**src/rtl/core/gppr_pkg.sv**
```systemverilog
// gppr_pkg: shared types, constants and widths of the ground-plane perspective remap
// no dependencies; imported by gppr_front, gppr_div_cell and ground_plane_perspective_remap
package gppr_pkg;

  // frame sizes
  localparam int IN_WIDTH   = 640;
  localparam int IN_HEIGHT  = 480;
  localparam int OUT_WIDTH  = 512;
  localparam int OUT_HEIGHT = 512;

  // field widths
  localparam int COL_W      = 9;
  localparam int ROW_W      = 9;
  localparam int SRC_COL_W  = 10;
  localparam int SRC_ROW_W  = 9;
  localparam int STEP_W     = 24;
  localparam int SCALE_W    = 16;
  localparam int TRIG_W     = 16;
  localparam int CFG_IDX_W  = 3;
  localparam int CFG_DATA_W = 24;
  localparam int IN_DATA_W  = 24;
  localparam int OUT_DATA_W = 40;

  // datapath widths
  localparam int GY_W   = COL_W + STEP_W;        // unsigned col/row times step
  localparam int GX_W   = GY_W + 2;              // signed, centered x
  localparam int HT_W   = STEP_W + 1 + TRIG_W;   // height times sin or cos
  localparam int PROD_W = 50;                    // rotated Q.30 values
  localparam int ZC_W   = PROD_W - 14;           // rotated Q.16 values
  localparam int MX_W   = SCALE_W + 1 + GX_W;
  localparam int MY_W   = SCALE_W + 1 + ZC_W;
  localparam int HC_W   = 13;                    // signed half-size constant
  localparam int ZH_W   = ZC_W + HC_W;
  localparam int NUM_W  = 56;
  localparam int MAG_W  = NUM_W - 1;
  localparam int DEN_W  = ZC_W + 4;

  localparam int HALF_W = IN_WIDTH / 2;
  localparam int HALF_H = IN_HEIGHT / 2;
  localparam int MAX_IN = (IN_WIDTH > IN_HEIGHT) ? IN_WIDTH : IN_HEIGHT;
  localparam int QB     = $clog2(MAX_IN);        // quotient bits, one per cell

  localparam int FRONT_STAGES = 7;
  localparam int NUM_STAGES   = FRONT_STAGES + QB + 1;

  // register indexes
  typedef enum logic [CFG_IDX_W-1:0] {
    REG_X_STEP,
    REG_Y_STEP,
    REG_X_HALF,
    REG_HEIGHT,
    REG_SCALE,
    REG_COS,
    REG_SIN,
    REG_MIRROR
  } cfg_reg_t;

  typedef struct packed {
    logic [STEP_W-1:0]         x_step;
    logic [STEP_W-1:0]         y_step;
    logic [STEP_W-1:0]         x_half;
    logic [STEP_W-1:0]         height;
    logic [SCALE_W-1:0]        scale;
    logic signed [TRIG_W-1:0]  cos_p;
    logic signed [TRIG_W-1:0]  sin_p;
    logic                      mirror;
  } cfg_t;

  // one axis of the divider: remainder, shifted divisor, quotient so far
  typedef struct packed {
    logic [MAG_W-1:0] rem;
    logic [MAG_W-1:0] dsh;
    logic [QB-1:0]    q;
    logic             neg;
    logic             ovf;
  } lane_t;

  typedef struct packed {
    lane_t            x;
    lane_t            y;
    logic             zpos;
    logic [ROW_W-1:0] dst_row;
    logic [COL_W-1:0] dst_col;
  } cell_t;

endpackage

```
**src/rtl/core/gppr_div_cell.sv**
```systemverilog
// gppr_div_cell: one restoring-division step on both axes, one quotient bit per cell
// depends on gppr_pkg; chained QB deep in the top level
module gppr_div_cell (
  input  logic            clk,
  input  logic            rst_n,
  input  logic            en_i,
  input  logic            valid_i,
  input  gppr_pkg::cell_t cell_i,
  output logic            valid_o,
  output gppr_pkg::cell_t cell_o
);
  import gppr_pkg::*;

  // compare, subtract, shift divisor down
  function automatic lane_t lane_step(input lane_t l);
    logic  ge;
    lane_t r;
    ge = l.rem >= l.dsh;
    r = l;
    if (ge) r.rem = l.rem - l.dsh;
    r.q   = (l.q << 1) | QB'(ge);
    r.dsh = l.dsh >> 1;
    return r;
  endfunction

  logic  valid_r;
  cell_t cell_r;

  always_ff @(posedge clk) begin
    if (!rst_n) begin
      valid_r <= 1'b0;
    end else if (en_i) begin
      valid_r <= valid_i;
    end
  end

  // payload
  always_ff @(posedge clk) begin
    if (en_i) begin
      cell_r.x       <= lane_step(cell_i.x);
      cell_r.y       <= lane_step(cell_i.y);
      cell_r.zpos    <= cell_i.zpos;
      cell_r.dst_row <= cell_i.dst_row;
      cell_r.dst_col <= cell_i.dst_col;
    end
  end

  assign valid_o = valid_r;
  assign cell_o  = cell_r;

endmodule

```
**config.mk**
```make
export PLATFORM = sky130hd
export DESIGN_NAME = gppr_div_cell
export DESIGN_NICKNAME = d
export VERILOG_FILES = /design/src/rtl/core/gppr_pkg.sv /design/src/rtl/core/gppr_div_cell.sv
export SDC_FILE = /design/constraint.sdc
export NUM_CORES = 1
export LEC_CHECK = 0
export ABC_AREA = 1
export BUFFER_PORTS_ARGS = -buffer_cell sky130_fd_sc_hd__buf_2
export CAP_MARGIN = 30
export CORE_ASPECT_RATIO = 0.5
export CORE_UTILIZATION = 40
export CTS_BUF_LIST = sky130_fd_sc_hd__clkbuf_8
export CTS_CLUSTER_SIZE = 25
export DETAILED_ROUTE_END_ITERATION = 6
export GPL_TIMING_DRIVEN = 0
export MAX_ROUTING_LAYER = met4
export PLACE_DENSITY_LB_ADDON = 0.05
export SLEW_MARGIN = 20
export SYNTH_ARGS = -nofsm -noshare
export SYNTH_HDL_FRONTEND = slang
export SYNTH_SLANG_ARGS = --single-unit
```
**constraint.sdc**
```tcl
create_clock -name clk -period 1.8 [get_ports clk]
set_input_delay 0.09 -clock clk [delete_from_list [all_inputs] [get_ports clk]]
set_output_delay 0.09 -clock clk [all_outputs]
set_load 0.05 [all_outputs]
```
==> impl_metrics.py <==
metrics = {
    "run_status": {
        "status": "finished clean",
    },
    "synthesis": {
        "synth_top_cell_area_share_pct": 38.87,
        "synth.top_cells.by_area": "edfxtp_1 39%, nand2_1 21%, inv_1 13%, ha_1 6.8%, nor2_1 3.3%",
        "syn_area_um2": 20160,
        "yosys_register_bits": 262,
        "yosysSeqAreaShare_pct": 38.97,
        "yosysUniqueCellTypes": 32,
        "synthCells": 2937,
        "yosys.area.top_type": "edfxtp_1",
        "yosys_warnings": 0,
        "avgSynthCellArea_um2": 6.866,
    },
    "cells_and_area": {
        "finalNetCount": 4164,
        "fill_cells": 4858,
        "drive_above_1_share_pct": 22.26,
        "final_cells": 4468,
        "utilization_pct": 57.48,
        "area_growth_pct": 40.08,
        "fin_area_um2": 28250,
    },
    "setup_path": {
        "critical_path_depth": 15,
        "critical_path_class": "input port to flop",
        "critPathTopFamily": "simple AND/OR/NAND/NOR gates",
        "slowest_delay_ps": 320,
        "worstPathMaxFanout": 10,
        "crit_buf_inv": 5,
        "slowest_stage": "ha_2",
        "required_ps": 2150,
        "crit_path_end_kind": "flop",
        "crit_chain": "buf_2 -> inv_1 -> ha_2 -> nand2_2 -> inv_1 -> a21oi_2 -> nor2_1 -> nor2_2 -> nand2_1 -> a21oi_2 -> nand3_2 -> buf_12 -> buf_12 -> nand3_1 -> nand2_1",
        "reg2reg_depth": 3,
        "cp.arrival_ps": 2140,
        "crit_path_start_kind": "input port",
    },
    "clock_tree": {
        "htree_levels": 2,
        "cts_tree": "yes",
        "clkLatencyLatePin_ps": 580,
        "clockBufferDepth": 3,
        "clkSlewWorstSetupHoldPaths_ps": 60,
        "cts_sinks": 262,
        "cts-root-buf": "clkbuf_8",
        "cts_buffers": 43,
    },
    "min_path": {
        "min-delay-path-class": "input port to flop",
        "hold_depth": 5,
    },
    "grt": {
        "grt_use_total_pct": 28.72,
        "grt_pass1_vias": 20269,
        "overflow": 0,
        "grt_max_degree": 94,
        "grt_pass1_wl_um": 109900,
        "antenna_found_initial": 5,
    },
    "timing": {
        "setup_slack_ps": 6.140,
        "hold_viol": 0,
        "fmax_ghz": 0.5575,
        "setup_tns_ps": 0,
        "holdWs_ps": 70.52,
        "setup_violations": 0,
        "maxSlewViolCount": 0,
        "rsz0062_at_grt": "true",
        "worstMarginPinSlew_ps": 627.8,
        "layout_min_cycle_time_ps": 1794,
        "max-slew-margin-rel_pct": 58.01,
        "finalClockSkew_ps": 0,
        "period_share_pct": 99.66,
    },
    "routing": {
        "vias": 20729,
        "totalWireLength_um": 73730,
        "drc": 0,
        "ant_nets": 0,
        "drt_pre_antenna_iters": 6,
        "drt_iter0_markers": 1415,
        "wl_per_cell_um": 16.50,
        "avgViaCountPerCell": 4.639,
    },
    "power": {
        "p_per_area_nw_per_um2": 761.9,
        "finalPower_mw": 21.52,
        "peakVddDrop_mv": 0.6510,
        "p_leak_nw": 15.19,
    },
    "place": {
        "placed_area_um2": 23910,
        "dp_slack_ps": -905.9,
        "dp.cells": 4115,
        "routabilityCongestion": 0.9493,
        "hpwl_um": 58710,
        "port_buffers": 526,
    },
    "floorplanning": {
        "start_util_pct": 41.04,
        "boundaryPins": 531,
        "dieArea_um2": 51370,
        "dieWidth_um": 319.5,
        "rows": 57,
        "core_area_um2": 49140,
        "dieHeight_um": 160.8,
    },
    "run": {
        "drv_cap": 0,
    },
}
==> logic make-up (layout without fill, tap and decap cells) <==
group	count (synthesis)	count (layout)	synth area share (%)
XOR/XNOR	58	58	2.519
buffers and inverters	786	1662	15.42
other	1	7	0.01860
AND/OR/NAND/NOR	1580	1580	32.51
flip-flops	262	262	38.97
AO/OA/AOI/OAI	138	138	3.543
adder cells (fa/ha/maj)	112	112	7.024
==> Yosys cell counts, drive strengths merged <==
library cell     n
a21oi           73
and2             3
buf             38
conb             1
dfxtp            1
edfxtp         261
fa               2
ha             110
inv            748
nand2         1125
nand3          135
nand3b          24
nand4           76
nor2           194
nor3            20
nor4             2
o21ai           63
o21bai           2
or2              1
xor2            58
==> timing repair <==
action / in CTS / in global routing
hold buffers: 264 / 4
endpoints found under the hold margin: 279 / 11
pin swaps: 3 / 10
gates resized for setup: 42 / 130
setup endpoints to repair: 90 / 110
setup buffers: 1 / 4
==> layer usage <==
metal	track usage [%]	wire (µm)
met4	6.796	1486
met3	4.489	4252
met2	46.63	33910
met1	37.62	34090
met5	-	0
==> worst min-delay path, delay by kind of cell <==
| family | cells | cell delay, ps |
|---|---|---|
| fa+ha+maj | 1 | 160 |
| buf+inv | 2 | 130 |
| simple gates | 1 | 60 |
| compound gates | 1 | 50 |
==> power breakdown <==
group / internal [mW] / total, mW / leakage (nW) / switching, mW
clock: 2.57 / 5.18 / 0.445 / 2.61
combinational: 2.65 / 8.68 / 12.2 / 6.03
sequential: 7.52 / 7.66 / 2.56 / 0.142
total: 12.7 / 21.5 / 15.2 / 8.78
==> sequential cells by signal, indices dropped and copies added (netlist names) <==
signal,cells
valid_o,1
cell_o,261
==> placed cells by master (no fill, tap or decap), drive strengths merged, types with 5 or more instances in the layout <==
cell type / n
nand2: 1125
inv: 763
buf: 569
dlygate4sd3: 266
edfxtp: 261
nor2: 194
nand3: 135
ha: 110
nand4: 76
a21oi: 73
o21ai: 63
xor2: 58
clkbuf: 49
nand3b: 24
nor3: 20
clkinv: 9
diode: 5
==> layout make-up <==
| class | count | area [µm²] | area share, % |
|---|---|---|---|
| Antenna cell | 5 | 12.51 | 0.04430 |
| Buffer | 38 | 375.4 | 1.329 |
| Clock buffer | 44 | 605.6 | 2.144 |
| Clock inverter | 30 | 193.9 | 0.6866 |
| Inverter | 748 | 2808 | 9.940 |
| Multi-Input combinational cell | 1890 | 10130 | 35.86 |
| Sequential cell | 262 | 7858 | 27.82 |
| Tap cell | 649 | 812.0 | 2.875 |
| Timing Repair Buffer | 802 | 5453 | 19.30 |
==> final timing paths <==
kind,endpoint,start,slack (ps)
worst min-delay path,cell_o[208],cell_i[153],70
worst min register to register,valid_o,valid_o,1100
worst max register to register,valid_o,valid_o,580
worst max-delay path,cell_o[260],cell_i[203],6
Note: power is estimated with default switching activity, not from simulation.
